==> src/hw/rtl/hsfr_pkg.sv <==
package hsfr_pkg;

  localparam int unsigned MaxSensorsDef = 8;
  localparam int unsigned OutValues     = 8;
  localparam int unsigned ValueW        = 16;
  localparam int unsigned CountW        = 4;
  localparam int unsigned DigitCntW     = 6;
  localparam int unsigned LimitW        = 4;
  localparam int unsigned DataW         = 32;
  localparam int unsigned AddrW         = 3;

  localparam logic [7:0] CharHash   = 8'h23;  // '#'
  localparam logic [7:0] CharDollar = 8'h24;  // '$'
  localparam logic [7:0] Char0      = 8'h30;
  localparam logic [7:0] Char9      = 8'h39;
  localparam logic [7:0] CharUpA    = 8'h41;
  localparam logic [7:0] CharUpF    = 8'h46;
  localparam logic [7:0] CharLoA    = 8'h61;
  localparam logic [7:0] CharLoF    = 8'h66;

  localparam logic [LimitW-1:0] ErrorLimitRst = 4'd5;

  // register index of error_limit
  localparam logic RegErrorLimit = 1'b0;

  typedef enum logic [1:0] {
    STAT_OK        = 2'd0,
    STAT_ODD       = 2'd1,
    STAT_BAD_COUNT = 2'd2,
    STAT_SYNC_LOST = 2'd3
  } status_e;

  typedef struct packed {
    logic                             valid;
    status_e                          status;
    logic [CountW-1:0]                count;
    logic [OutValues-1:0][ValueW-1:0] values;
  } result_t;

  typedef struct packed {
    logic       ok;
    logic [3:0] nib;
  } nibble_t;

  function automatic nibble_t hex_nibble(logic [7:0] c);
    nibble_t r;
    r = '0;
    if (c >= Char0 && c <= Char9) begin
      r.ok  = 1'b1;
      r.nib = 4'(c - Char0);
    end else if (c >= CharUpA && c <= CharUpF) begin
      r.ok  = 1'b1;
      r.nib = 4'(c - CharUpA + 8'd10);
    end else if (c >= CharLoA && c <= CharLoF) begin
      r.ok  = 1'b1;
      r.nib = 4'(c - CharLoA + 8'd10);
    end
    return r;
  endfunction

endpackage

==> src/hw/rtl/hex_sensor_frame_receiver_top.sv <==
// Flow: an accepted word is held in the input register and decoded from there;
//   the decode step writes its result, if any, into the output register, and it
//   waits only while an earlier result sits in the output register untaken.
// Throughput: one word per cycle; the input register refills in the same cycle
//   the decode step drains it, limited only by the output register being taken.
// Reset: rst_ni is asynchronous, active low; clears sync, frame and error state
//   and sets error_limit to 5. Sensor value registers are not reset.
module hex_sensor_frame_receiver_top import hsfr_pkg::*; #(
  parameter int unsigned MAX_SENSORS = MaxSensorsDef
) (
  input  logic               clk_i,
  input  logic               rst_ni,
  // byte input channel
  input  logic               in_valid_i,
  output logic               in_ready_o,
  input  logic [7:0]         rx_byte_i,
  // result channel
  output logic               out_valid_o,
  input  logic               out_ready_i,
  output logic [1:0]         status_o,
  output logic [3:0]         sensor_count_o,
  output logic [15:0]        value0_o,
  output logic [15:0]        value1_o,
  output logic [15:0]        value2_o,
  output logic [15:0]        value3_o,
  output logic [15:0]        value4_o,
  output logic [15:0]        value5_o,
  output logic [15:0]        value6_o,
  output logic [15:0]        value7_o,
  // configuration port
  input  logic               psel,
  input  logic               penable,
  input  logic               pwrite,
  input  logic [AddrW-1:0]   paddr,
  input  logic [DataW-1:0]   pwdata,
  output logic [DataW-1:0]   prdata,
  output logic               pready
);

  logic              in_vld_q;
  logic [7:0]        byte_q;
  logic              step;
  logic [LimitW-1:0] error_limit;
  result_t           res;
  result_t           out_q;
  logic              out_vld_q;

  hsfr_cfg u_cfg (
    .clk_i        (clk_i),
    .rst_ni       (rst_ni),
    .psel         (psel),
    .penable      (penable),
    .pwrite       (pwrite),
    .paddr        (paddr),
    .pwdata       (pwdata),
    .prdata       (prdata),
    .pready       (pready),
    .error_limit_o(error_limit)
  );

  // decode fires when the held word has somewhere to put a result
  assign step       = in_vld_q && (!out_vld_q || out_ready_i);
  assign in_ready_o = !in_vld_q || step;

  always_ff @(posedge clk_i or negedge rst_ni) begin
    if (!rst_ni) begin
      in_vld_q <= 1'b0;
    end else if (in_ready_o) begin
      in_vld_q <= in_valid_i;
    end
  end

  always_ff @(posedge clk_i) begin
    if (in_ready_o && in_valid_i) begin
      byte_q <= rx_byte_i;
    end
  end

  hsfr_frame #(
    .MAX_SENSORS(MAX_SENSORS)
  ) u_frame (
    .clk_i        (clk_i),
    .rst_ni       (rst_ni),
    .step_i       (step),
    .byte_i       (byte_q),
    .error_limit_i(error_limit),
    .res_o        (res)
  );

  // result register
  always_ff @(posedge clk_i or negedge rst_ni) begin
    if (!rst_ni) begin
      out_vld_q <= 1'b0;
    end else if (step && res.valid) begin
      out_vld_q <= 1'b1;
    end else if (out_ready_i) begin
      out_vld_q <= 1'b0;
    end
  end

  always_ff @(posedge clk_i) begin
    if (step && res.valid) begin
      out_q <= res;
    end
  end

  assign out_valid_o    = out_vld_q;
  assign status_o       = out_q.status;
  assign sensor_count_o = out_q.count;
  assign value0_o       = out_q.values[0];
  assign value1_o       = out_q.values[1];
  assign value2_o       = out_q.values[2];
  assign value3_o       = out_q.values[3];
  assign value4_o       = out_q.values[4];
  assign value5_o       = out_q.values[5];
  assign value6_o       = out_q.values[6];
  assign value7_o       = out_q.values[7];

endmodule

==> src/hw/rtl/hsfr_cfg.sv <==
module hsfr_cfg import hsfr_pkg::*; (
  input  logic                    clk_i,
  input  logic                    rst_ni,
  input  logic                    psel,
  input  logic                    penable,
  input  logic                    pwrite,
  input  logic [AddrW-1:0]        paddr,
  input  logic [DataW-1:0]        pwdata,
  output logic [DataW-1:0]        prdata,
  output logic                    pready,
  output logic [LimitW-1:0]       error_limit_o
);

  logic [LimitW-1:0] limit_q, limit_d;
  logic              wr_en;

  assign pready = 1'b1;
  assign wr_en  = psel && penable && pwrite && (paddr[2] == RegErrorLimit);

  always_comb begin
    limit_d = limit_q;
    if (wr_en) begin
      limit_d = pwdata[LimitW-1:0];
    end
  end

  always_ff @(posedge clk_i or negedge rst_ni) begin
    if (!rst_ni) begin
      limit_q <= ErrorLimitRst;
    end else begin
      limit_q <= limit_d;
    end
  end

  always_comb begin
    prdata = '0;
    if (paddr[2] == RegErrorLimit) begin
      prdata = DataW'(limit_q);
    end
  end

  assign error_limit_o = limit_q;

endmodule

==> src/hw/rtl/hsfr_frame.sv <==
module hsfr_frame import hsfr_pkg::*; #(
  parameter int unsigned MAX_SENSORS = MaxSensorsDef
) (
  input  logic              clk_i,
  input  logic              rst_ni,
  input  logic              step_i,
  input  logic [7:0]        byte_i,
  input  logic [LimitW-1:0] error_limit_i,
  output result_t           res_o
);

  localparam logic [DigitCntW:0] MaxDigits = (DigitCntW+1)'(4 * MAX_SENSORS);
  localparam int unsigned NOut = (MAX_SENSORS < OutValues) ? MAX_SENSORS : OutValues;

  logic                 synced_q, synced_d;
  logic                 in_frame_q, in_frame_d;
  logic                 ovf_q, ovf_d;
  logic [DigitCntW-1:0] dcnt_q, dcnt_d;
  logic [LimitW-1:0]    bad_q, bad_d;
  logic [ValueW-1:0]    vals_q [MAX_SENSORS];
  logic [ValueW-1:0]    vals_d [MAX_SENSORS];

  nibble_t           hx;
  logic              bad_byte;
  logic [LimitW-1:0] bad_inc;
  logic [CountW-1:0] cnt;
  result_t           res;

  assign hx      = hex_nibble(byte_i);
  assign bad_inc = bad_q + 1'b1;
  assign cnt     = dcnt_q[DigitCntW-1:2];

  always_comb begin
    synced_d   = synced_q;
    in_frame_d = in_frame_q;
    ovf_d      = ovf_q;
    dcnt_d     = dcnt_q;
    bad_d      = bad_q;
    vals_d     = vals_q;
    bad_byte   = 1'b0;
    res        = '0;

    if (!synced_q) begin
      // hunting: only an end mark matters
      if (byte_i == CharDollar) begin
        synced_d   = 1'b1;
        in_frame_d = 1'b0;
      end
    end else if (byte_i == CharHash) begin
      in_frame_d = 1'b1;
      ovf_d      = 1'b0;
      dcnt_d     = '0;
      vals_d     = '{default: '0};
    end else if (!in_frame_q) begin
      bad_byte = 1'b1;
    end else if (byte_i == CharDollar) begin
      in_frame_d = 1'b0;
      res.valid  = 1'b1;
      if (ovf_q) begin
        res.status = STAT_BAD_COUNT;
      end else if (dcnt_q[0]) begin
        res.status = STAT_ODD;
      end else if (cnt == '0 || cnt > CountW'(OutValues)) begin
        res.status = STAT_BAD_COUNT;
      end else begin
        res.status = STAT_OK;
        res.count  = cnt;
        for (int k = 0; k < NOut; k++) begin
          if (CountW'(k) < cnt) begin
            res.values[k] = vals_q[k];
          end
        end
      end
    end else if (!hx.ok) begin
      in_frame_d = 1'b0;
      bad_byte   = 1'b1;
    end else if ({1'b0, dcnt_q} >= MaxDigits || dcnt_q == '1) begin
      ovf_d = 1'b1;
    end else begin
      for (int s = 0; s < MAX_SENSORS; s++) begin
        if (dcnt_q[DigitCntW-1:2] == CountW'(s)) begin
          vals_d[s] = {vals_q[s][ValueW-5:0], hx.nib};
        end
      end
      dcnt_d = dcnt_q + 1'b1;
    end

    if (bad_byte) begin
      if (bad_inc >= error_limit_i) begin
        synced_d   = 1'b0;
        in_frame_d = 1'b0;
        bad_d      = '0;
        res.valid  = 1'b1;
        res.status = STAT_SYNC_LOST;
      end else begin
        bad_d = bad_inc;
      end
    end
  end

  always_ff @(posedge clk_i or negedge rst_ni) begin
    if (!rst_ni) begin
      synced_q   <= 1'b0;
      in_frame_q <= 1'b0;
      ovf_q      <= 1'b0;
      dcnt_q     <= '0;
      bad_q      <= '0;
    end else if (step_i) begin
      synced_q   <= synced_d;
      in_frame_q <= in_frame_d;
      ovf_q      <= ovf_d;
      dcnt_q     <= dcnt_d;
      bad_q      <= bad_d;
    end
  end

  // values are only read after a '#' has cleared them
  always_ff @(posedge clk_i) begin
    if (step_i) begin
      vals_q <= vals_d;
    end
  end

  assign res_o = res;

  a_hunt_silent: assert property (@(posedge clk_i) disable iff (!rst_ni)
    step_i && !synced_q |-> !res.valid)
    else $error("result while hunting for sync");

  a_sync_drop: assert property (@(posedge clk_i) disable iff (!rst_ni)
    step_i && res.valid && res.status == STAT_SYNC_LOST |=> !synced_q && bad_q == '0)
    else $error("sync loss did not clear state");

  a_bad_zero: assert property (@(posedge clk_i) disable iff (!rst_ni)
    res.valid && res.status != STAT_OK |-> res.count == '0 && res.values == '0)
    else $error("error result carries data");

  a_count_range: assert property (@(posedge clk_i) disable iff (!rst_ni)
    res.valid && res.status == STAT_OK |-> res.count != '0 && res.count <= CountW'(OutValues))
    else $error("valid frame count out of range");

endmodule

==> config.mk <==
export PLATFORM = sky130hd
export DESIGN_NAME = hex_sensor_frame_receiver_top
export DESIGN_NICKNAME = d
export VERILOG_FILES = /design/src/hw/rtl/hsfr_pkg.sv /design/src/hw/rtl/hex_sensor_frame_receiver_top.sv /design/src/hw/rtl/hsfr_cfg.sv /design/src/hw/rtl/hsfr_frame.sv
export SDC_FILE = /design/constraint.sdc
export NUM_CORES = 1
export LEC_CHECK = 0
export ABC_CLOCK_PERIOD_IN_PS = 11000
export BUFFER_PORTS_ARGS = -buffer_cell sky130_fd_sc_hd__buf_2
export CAP_MARGIN = 10
export CORE_ASPECT_RATIO = 1.1
export CORE_MARGIN = 2
export CORE_UTILIZATION = 45
export CTS_CLUSTER_SIZE = 30
export DETAILED_ROUTE_END_ITERATION = 16
export PLACE_DENSITY_LB_ADDON = 0.3
export SLEW_MARGIN = 20
export SYNTH_ARGS = -nofsm -noshare
export SYNTH_HDL_FRONTEND = slang
export SYNTH_SLANG_ARGS = --single-unit
==> constraint.sdc <==
create_clock -name clk_i -period 11 [get_ports clk_i]
set_input_delay 0.55 -clock clk_i [delete_from_list [all_inputs] [get_ports clk_i]]
set_output_delay 0.55 -clock clk_i [all_outputs]
set_load 0.02 [all_outputs]
==> results of run 1 <==
-- cells in the mapped netlist (all sizes together), types with 2 or more instances --
library cell	instances
nand2	18
nand4	2
ha	11
or4	2
dfrtp	17
buf	37
nor2	12
nor3	5
mux2	7
clkbuf	21
dfstp	2
and3	18
or2	2
o31ai	5
nand4b	2
nand2b	5
a2111oi	2
a21o	2
inv	13
o21ai	11
o21a	2
and2	212
a21oi	17
nand3	10
a21boi	3
nor2b	6
edfxtp	270
nor4	4
conb	2
and4	2
o31a	2
-- power groups by stage --
stage	clock (W)	combinational [W]	sequential (W)
floorplan	0	0.000171	0.00167
global placement	0	0.000514	0.00148
detailed placement	0	0.000522	0.00148
CTS	0.000962	0.000524	0.00146
global route	0.00100	0.000559	0.00147
finish	0.000937	0.000516	0.00145
-- cells by family (layout without fill, tap and decap cells) --
group / Yosys count / count (layout) / synth area share [%]
xor+xnor: 2 / 2 / 0.1523
buf+inv: 71 / 233 / 3.448
mux: 8 / 8 / 0.7723
flops: 289 / 289 / 74.64
compound gates: 53 / 53 / 3.405
simple gates: 305 / 305 / 16.32
other cells: 2 / 29 / 0.06529
fa+ha+maj: 11 / 11 / 1.197
-- final cells by class --
class	count	area [sq um]
Inverter	13	48.80
Fill cell	2036	11700
Tap cell	315	394.1
Clock inverter	19	170.2
Clock buffer	31	733.2
Multi-Input combinational cell	408	2671
Timing Repair Buffer	170	884.6
Sequential cell	289	8586
-- repair_timing --
| action | in CTS | in global routing |
|---|---|---|
| hold buffers | 1 | 0 |
| hold endpoints to repair | 17 | 0 |
| setup buffers | 0 | 0 |
-- metrics by stage --
step	cells	power (W)	hold WS, ns
4_1_cts	1245	0.002941	0.1751
5_1_grt	1245	0.003029	0.1803
3_3_place_gp	1194	0.001990	0.4905
2_1_floorplan	768	0.001844	0.2544
6_report	1245	0.002904	0.2024
3_5_place_dp	1194	0.001999	0.4982
-- layout by cell type, fill, tap and decap left out, drive strengths merged, types with 2 or more instances in the layout --
cell and instances:
nand4 2, or2 2, inv 13, clkinvlp 2
and4 2, ha 11, buf 169, and2 212
mux2 7, a21o 2, a21oi 17, o31a 2
o21a 2, nor2 12, nor4 4, clkinv 14
o31ai 5, a2111oi 2, or4 2, nor3 5
edfxtp 270, and3 18, nand3 10, a21boi 3
conb 29, dfrtp 17, clkbuf 31, dfstp 2
nand2 18, bufinv 3, nor2b 6, nand2b 5
nand4b 2, o21ai 11
-- critical path, stage by stage, from the launching register on --
cell and delay [ns]:
edfxtp_1 0.49, inv_1 0.13, ha_1 0.17, or4b_1 0.48, and4_4 0.25, o31ai_4 0.31
nand3_1 0.21, o31ai_4 0.12, buf_6 0.62
-- routing by layer --
| metal | wire, um | vias to the layer above | GRT usage [%] |
|---|---|---|---|
| li1 | - | 2932 | - |
| met1 | 8601 | 2935 | 18.81 |
| met2 | 10370 | 136 | 26.30 |
| met3 | 852 | 27 | 2.368 |
| met4 | 445 | 0 | 4.308 |
| met5 | 0 | - | 0 |
-- sequential cells by signal, summed over array words and instances (netlist names), 8 cells and up --
register / flops
value4_o: 16
value1_o: 16
value0_o: 16
u_frame.vals_q: 128
value7_o: 16
byte_q: 8
value3_o: 16
value5_o: 16
value6_o: 16
value2_o: 16
-- how the worst max path moves through the flow --
stage	slack, ns	startpoint	to
6_report	7.74	byte_q[0]$_DFFE_PP_	value2_o[5]$_SDFFCE_PP0P_
5_1_grt	7.57	byte_q[0]$_DFFE_PP_	u_frame.vals_q[104]$_SDFFCE_PP0P_
4_1_cts	7.50	byte_q[0]$_DFFE_PP_	value3_o[6]$_SDFFCE_PP0P_
3_5_place_dp	7.54	byte_q[0]$_DFFE_PP_	value4_o[14]$_SDFFCE_PP0P_
3_3_place_gp	7.59	byte_q[0]$_DFFE_PP_	value4_o[14]$_SDFFCE_PP0P_
2_1_floorplan	3.45	byte_q[3]$_DFFE_PP_	sensor_count_o[0]$_SDFFCE_PP0P_
==> impl_metrics.ini, run 1 <==
[final_layout]
area_growth_pct = 17.26
diodes = 0
final_core_util_pct = 53.55
drive_gt1_share_pct = 25.91
final_area_sq_um = 13490
fin_nets = 972

[logic_synthesis]
async_reset_ff_share_pct = 6.574
synth_edf_count = 270
synth.area.top_cells = edfxtp_1, and2_1, dfrtp_1
synth_area_sq_um = 11500
seq_area_frac_synth_pct = 74.64
netlist.top_cell.by_area = edfxtp_1
synth-seq-cells = 289
synth_warnings = 0
netlist.area_leader.share_pct = 70.49
syn_avg_cell_area_sq_um = 15.52
synthCells = 741
synth.distinct_cells = 62
synth_top_flop_cell = edfxtp_1

[worst_setup_path]
criticalPathCategory = flip-flop to flip-flop
rrSetupSlack_ns = 7.74
end_kind = flip-flop
crit_arrival_ns = 3.40
cp-start-kind = flip-flop
worstPathMaxFanout = 88
rr_worst_depth = 8
r2r_end = value2_o[5]$_SDFFCE_PP0P_
r2r_start = byte_q[0]$_DFFE_PP_
required_ns = 11.14

[sta]
hold_viol_final = 0
max-slew-margin-rel_pct = 31.51
setup_viol = 0
fmax_mhz = 307.2
period_needed_ns = 3.255
skew_ns = 0.01006
drv_slew = 0
tns_ns = 0
rsz0062_at_grt = false
finalCritPeriodShare_pct = 29.59
tightest_slew_ns = 1.027
setup_slack_ns = 7.745

[floorplan]
fp.dieH_um = 171.7
coreArea_sq_um = 25190
std_cell_rows = 61
io_pins = 219
die_area_sq_um = 26860
initial_core_util_pct = 45.67
die_x_um = 156.4

[grt]
overflow = 0
grt_pass1_wl_mm = 30.99
grt_start_max_net_pins = 110
track_usage_pct = 14.82
first_global_vias = 5903
antenna_found_initial = 0

[placement]
pre_cts_ws_ns = 7.541
place_area_sq_um = 12570
place_congestion = 0.7818
portBuffers = 159
dp_hpwl_mm = 12.28

[hold_path]
min_delay_path_depth = 1
worstHoldEndpoint = byte_q[3]$_DFFE_PP_
holdCritPathClass = input port to flip-flop
hp-start = rx_byte_i[3]

[detailed_routing]
viasPerCell = 4.843
drt_iter0_drc = 345
wirelength_mm = 20.27
dr_total_vias = 6030
drc = 0
wl_per_cell_um = 16.28
ant_nets = 0
first_pass_iters = 4

[clock_network]
cts.clk_slew.worst_paths_ns = 0.06
htreeDepth = 1
clock_latency_ns = 0.52
cts_buffer_depth = 3
cts_tree = built
cts_made_buffers = 29
cts_resized = 0
cts-root-buf = clkbuf_16
clock-sinks = 289

[pwr]
p_leak_nw = 5.068
p_seq_share_pct = 50.0
powerDensity_nw_per_um2 = 215.3
vdd_drop_max_mv = 0.1597
clkPwrFrac_pct = 32.3
sw_frac_of_total_pct = 28.15
power.internal_w = 0.002086
power.switching_w = 0.0008174
combPwrFrac_pct = 17.8

[outcome]
run_status = finished clean

[flow_run]
drv_cap = 0
(Power assumes the default switching activity.)
==> inputs of run 2 (changes only) <==
- ABC_CLOCK_PERIOD_IN_PS: 11000 -> 2720
- clock period: 11 -> 2.72 ns (I/O delays scaled with it)
==> run 2 against run 1 <==
Effect of this change:
- non-clock buffer count up 59
- flip-flop and latch count unchanged
- register-to-register slack worse by 7.6 ns
- setup slack worse by 7.6 ns
- routed wire length up 4.6%
- clock-buffer cell count up 7
- utilization up 2.9 points
- clock power rose to 3.8 times the previous value
- critical endpoint is now value5_o[10]$_SDFFCE_PP0P_
==> impl_metrics.ini, run 2 (synthesized netlist as in run 1, its figures left out) <==
[clock_network]
htreeDepth = 1
cts_buffer_depth = 3
cts_tree = built
cts_made_buffers = 29
cts.clk_slew.worst_paths_ns = 0.06
clock-sinks = 289
cts-root-buf = clkbuf_16
clock_latency_ns = 0.53

[floorplan]
coreArea_sq_um = 25190
std_cell_rows = 61
die_area_sq_um = 26860
die_x_um = 156.4
initial_core_util_pct = 45.67
fp.dieH_um = 171.7
io_pins = 219

[final_layout]
multiInputGateArea_sq_um = 2779
fill_cells = 2019
regMostFlops = u_frame.vals_q
drive_gt1_share_pct = 28.43
area_growth_pct = 23.63
final_core_util_pct = 56.46
diodes = 0
regArea_sq_um = 8586
fin_nets = 1031
mostFrequentLayoutCell = edfxtp_1
largest_reg_flops = 128
mostFrequentLayoutCells = edfxtp_1, and2_1, buf_2

[worst_setup_path]
worstPathMaxFanout = 31
required_ns = 2.94
crit_arrival_ns = 2.81
end_kind = flip-flop
cp-start-kind = flip-flop
criticalPathCategory = flip-flop to flip-flop

[grt]
grt_pass1_wl_mm = 32.60
first_global_vias = 6205
overflow = 0
antenna_found_initial = 0
track_usage_pct = 15.52
grt_start_max_net_pins = 60

[sta]
rsz0062_at_grt = false
setup_viol = 0
hold_slack_ns = 0.1001
max-slew-margin-rel_pct = 26.25
finalCritPeriodShare_pct = 95.17
period_needed_ns = 2.589
hold_viol_final = 0
drv_slew = 0
tightest_slew_ns = 1.099
setup_slack_ns = 0.1314
skew_ns = 0.01199
tns_ns = 0
fmax_mhz = 386.3

[pwr]
p_leak_nw = 5.379
powerDensity_nw_per_um2 = 832.3
vdd_drop_max_mv = 0.6336

[detailed_routing]
ant_nets = 0
dr_total_vias = 6269
wl_per_cell_um = 16.23
drt_iter0_drc = 412
wirelength_mm = 21.21
viasPerCell = 4.796
first_pass_iters = 4
drc = 0

[placement]
place_congestion = 0.8080
portBuffers = 159
pre_cts_ws_ns = -0.2432
dp_hpwl_mm = 13.50

[outcome]
run_status = finished clean

[flow_run]
drv_cap = 0

[hold_path]
holdCritPathClass = input port to flip-flop
run 2: changes by cell type in the layout (fill, tap and decap cells not counted), moves of 4 or more:
cell / delta
a21oi_2: -6
buf_4: +28
clkbuf_1: +7
buf_12: +13
dlygate4sd3_1: +15
a21oi_4: +8
clkinv_2: -5
clkinv_1: +4
run 2: area by class of cell:
cell class,count,area share [%]
timing repair buffer,229,10.97
inverter,13,0.3432
tap,315,2.772
sequential,289,60.38
clock inverter,15,0.6511
clock buffer,38,5.341
multi-input combinational,408,19.54
run 2: worst max-delay path: stages (launching register included):
cell	delay (ns)
edfxtp_1	0.43
inv_2	0.08
ha_1	0.16
or4b_4	0.47
and4_4	0.19
o31ai_4	0.24
nand3_2	0.14
o31ai_4	0.19
buf_12	0.19
buf_12	0.19
run 2: final timing paths:
check / from / to / slack, ns / depth (start not counted)
min in group asynchronous: rst_ni / u_frame.dcnt_q[0]$_DFFE_PN0P_ / 0.12 / 2
min: pwrite / u_cfg.error_limit_o[3]$_DFFE_PN0P_ / 0.10 / 3
max reg2reg: byte_q[0]$_DFFE_PP_ / value5_o[10]$_SDFFCE_PP0P_ / 0.13 / 9
min reg2reg: u_frame.vals_q[28]$_SDFFCE_PP0P_ / value6_o[12]$_SDFFCE_PP0P_ / 0.52 / 1
max in group asynchronous: rst_ni / u_cfg.error_limit_o[2]$_DFFE_PN1P_ / 2.24 / 2
max: byte_q[0]$_DFFE_PP_ / value5_o[10]$_SDFFCE_PP0P_ / 0.13 / 9
run 2: power breakdown:
group	internal [W]	leakage (nW)	switching (W)
Combinational	0.000805	2.24	0.00160
Clock	0.00204	0.408	0.00155
Sequential	0.00563	2.73	0.000202
Total	0.00848	5.38	0.00335
run 2: metrics by stage:
| stage | cell area, sq um | std cells | total power (W) |
|---|---|---|---|
| floorplan | 11660 | 768 | 0.007394 |
| global placement | 12870 | 1222 | 0.008170 |
| detailed placement | 12870 | 1222 | 0.008197 |
| CTS | 13960 | 1291 | 0.01183 |
| global route | 14220 | 1307 | 0.01237 |
| finish | 14220 | 1307 | 0.01184 |
run 2: timing repair:
action                                 4_1_cts  5_1_grt
pin swaps                                    0        1
endpoints found under the hold margin       33        0
setup endpoints to repair                  152      230
cloned                                       0        3
setup buffers                                0       13
hold buffers                                16        0
resized for setup                           10        7
run 2: per-layer routing:
metal / global-route usage [%] / up-vias / part of all wire [%]
met3: 3.225 / 37 / 6.1
met5: 0 / - / 0
met4: 4.108 / 0 / 2.1
met2: 25.59 / 173 / 49
li1: - / 3052 / -
met1: 21.11 / 3007 / 43
==> inputs of run 3 (changes only) <==
- SYNTH_HIERARCHICAL: not set -> 1
==> run 3 against run 2 <==
Effect of this change:
- clock skew fell by 0.0052 ns
- synthesized cell count rose by 0.54%
- critical path type unchanged
- routed wire length fell by 4.4%
- largest cell class unchanged
==> impl_metrics.ini, run 3 <==
[final_layout]
final_cell_count_no_fill = 1331
fill_cells = 1996
fin_nets = 1028
diodes = 0
final_core_util_pct = 56.14
mostFrequentLayoutCell = edfxtp_1
area_growth_pct = 23.05
mostFrequentLayoutCells = edfxtp_1, and2_1, buf_2
regMostFlops = u_frame/vals_q
drive_gt1_share_pct = 28.12
largest_reg_flops = 128

[sta]
drv_slew = 0
finalCritPeriodShare_pct = 93.10
fmax_mhz = 394.9
period_needed_ns = 2.532
skew_ns = 0.006773
max-slew-margin-rel_pct = 37.66
setup_viol = 0
rsz0062_at_grt = false
hold_viol_final = 0
tightest_slew_ns = 0.9289

[logic_synthesis]
synth.distinct_cells = 61
yosysMostFrequentCell = edfxtp_1
async_reset_ff_share_pct = 6.574
synth_warnings = 6
synth_area_sq_um = 11530
netlist.top_cell.by_area = edfxtp_1
synth_common_cells = edfxtp_1, and2_1, buf_4
synthCells = 745
synth_edf_count = 270
seq_area_frac_synth_pct = 74.49
synth_top_flop_cell = edfxtp_1
syn_avg_cell_area_sq_um = 15.47
netlist.area_leader.share_pct = 70.34
synth-seq-cells = 289
synth.area.top_cells = edfxtp_1, and2_1, dfrtp_1

[pwr]
power.internal_w = 0.008724
power.switching_w = 0.003341
p_seq_share_pct = 48.7
vdd_drop_max_mv = 0.4389
p_leak_nw = 5.352
clkPwrFrac_pct = 31.1
powerDensity_nw_per_um2 = 850.7
combPwrFrac_pct = 20.2
sw_frac_of_total_pct = 27.69

[detailed_routing]
dr_total_vias = 6224
viasPerCell = 4.676
wl_per_cell_um = 15.23
drt_iter0_drc = 373
drc = 0
ant_nets = 0
wirelength_mm = 20.27
first_pass_iters = 6

[placement]
dp_hpwl_mm = 12.79
portBuffers = 159
place_congestion = 0.7815
dp.cells = 1259

[clock_network]
cts_made_buffers = 29
cts_buffer_depth = 3
clock-sinks = 289
clock_latency_ns = 0.52
htreeDepth = 1
cts.clk_slew.worst_paths_ns = 0.06
cts-root-buf = clkbuf_16
cts_tree = built

[grt]
first_global_vias = 6106
grt_start_max_net_pins = 42
overflow = 0
grt_pass1_wl_mm = 31.12
antenna_found_initial = 0
track_usage_pct = 14.75

[worst_setup_path]
criticalPathCategory = flip-flop to flip-flop
cp_top_family = compound AO/OA/AOI/OAI gates
crit_chain = inv_1, ha_1, o21bai_1, a211oi_2, o21ai_2, nand3_2, a21oi_1, nand2_1, nor2b_4, buf_12, buf_16
worstPathMaxFanout = 35
required_ns = 2.94
max_stage_delay_ns = 0.43
crit_arrival_ns = 2.75
critPathSlowestCell = edfxtp_1
critPathBufInv = 3
cp-start-kind = flip-flop
end_kind = flip-flop

[floorplan]
std_cell_rows = 61
coreArea_sq_um = 25260
fp.dieH_um = 171.9
io_pins = 219
die_area_sq_um = 26910
initial_core_util_pct = 45.62
die_x_um = 156.6

[outcome]
run_status = finished clean

[hold_path]
holdCritPathClass = input port to async pin

[flow_run]
drv_cap = 0
[run 3: cell count changes after synthesis, moves of 3 or more]
cell | before | now
a211oi_2 | 0 | 3
a21oi_1 | 17 | 14
and2_1 | 212 | 226
and2b_2 | 0 | 4
and3_1 | 18 | 3
nand2_1 | 17 | 11
nand3_1 | 10 | 16
nor3b_1 | 0 | 3
o21ai_0 | 9 | 12
[run 3: cell type report]
type	count	area, sq um	share of cell area [%]
flip-flops and latches	289	8587	60.55
multi-input cells	412	2721	19.19
repair buffers	221	1494	10.53
clock buffers	38	759.5	5.355
well taps	346	432.9	3.052
clock inverters	11	135.1	0.9528
inverters	14	52.55	0.3705
[run 3: worst reg2reg max path, delay by kind of cell (launching register included)]
| kind | cells | cell delay (ns) |
|---|---|---|
| flip-flops | 1 | 0.43 |
| adder cells (fa/ha/maj) | 1 | 0.22 |
| AND/OR/NAND/NOR | 3 | 0.35 |
| AO/OA/AOI/OAI | 4 | 0.71 |
| buffers and inverters | 3 | 0.51 |
[run 3: logic make-up after synthesis]
family | synth area share [%]
other | 0.06516
muxes | 0.4885
DFF | 74.49
and+or+nand+nor | 16.72
AOI/OAI and AO/OA | 3.420
adders and majority gates | 1.194
buffers and inverters | 3.398
xor gates and xnor gates | 0.2280
[run 3: power by group through the flow]
stage | Sequential [W] | Clock [W] | Combinational, W
after floorplan | 0.00669 | 0 | 0.000718
after global placement | 0.00597 | 0 | 0.00233
after detailed placement | 0.00598 | 0 | 0.00237
after CTS | 0.00589 | 0.00386 | 0.00241
after global routing | 0.00594 | 0.00402 | 0.00263
final | 0.00588 | 0.00375 | 0.00244
[run 3: routing by layer]
metal / vias up / wire (um) / global-route usage (%)
li1: 3035 / - / -
met1: 2992 / 8768 / 19.15
met2: 176 / 10110 / 25.63
met3: 21 / 997 / 2.556
met4: 0 / 399 / 4.268
met5: - / 0 / 0
[run 3: path summary, 6_finish.rpt]
path	start	to	slack, ns	cells past startpoint
min	rst_ni	in_vld_q$_DFFE_PN0P_	0.10	2
max in group asynchronous	rst_ni	u_frame/bad_q[0]$_DFFE_PN0P_	2.28	2
min reg2reg	u_frame/vals_q[30]$_SDFFCE_PP0P_	value6_o[14]$_DFFE_PP_	0.52	1
max reg2reg	byte_q[0]$_DFFE_PP_	value3_o[10]$_DFFE_PP_	0.19	11
max	byte_q[0]$_DFFE_PP_	value3_o[10]$_DFFE_PP_	0.19	11
min in group clk_i	rx_byte_i[0]	byte_q[0]$_DFFE_PP_	0.32	2
[run 3: stage by stage]
| step | hold WS (ns) | area (sq um) | setup WS (ns) | setup TNS [ns] | power [W] |
|---|---|---|---|---|---|
| 6_report | 0.1010 | 14180 | 0.1876 | 0 | 0.01207 |
| 2_1_floorplan | -0.1596 | 11690 | -1.374 | -184.06 | 0.007406 |
| 5_1_grt | 0.1273 | 14180 | 0.007481 | 0 | 0.01260 |
| 3_3_place_gp | 0.1141 | 13020 | 0.1582 | 0 | 0.008307 |
| 4_1_cts | 0.08729 | 14120 | 0.07478 | 0 | 0.01216 |
| 3_5_place_dp | 0.1143 | 13020 | 0.08511 | 0 | 0.008346 |
[run 3: what timing repair did]
action,CTS,global route
hold buffers,20,0
buffers inserted,0,2
hold endpoints to repair,33,0
gates resized for setup,0,4
endpoints found under the setup margin,0,114
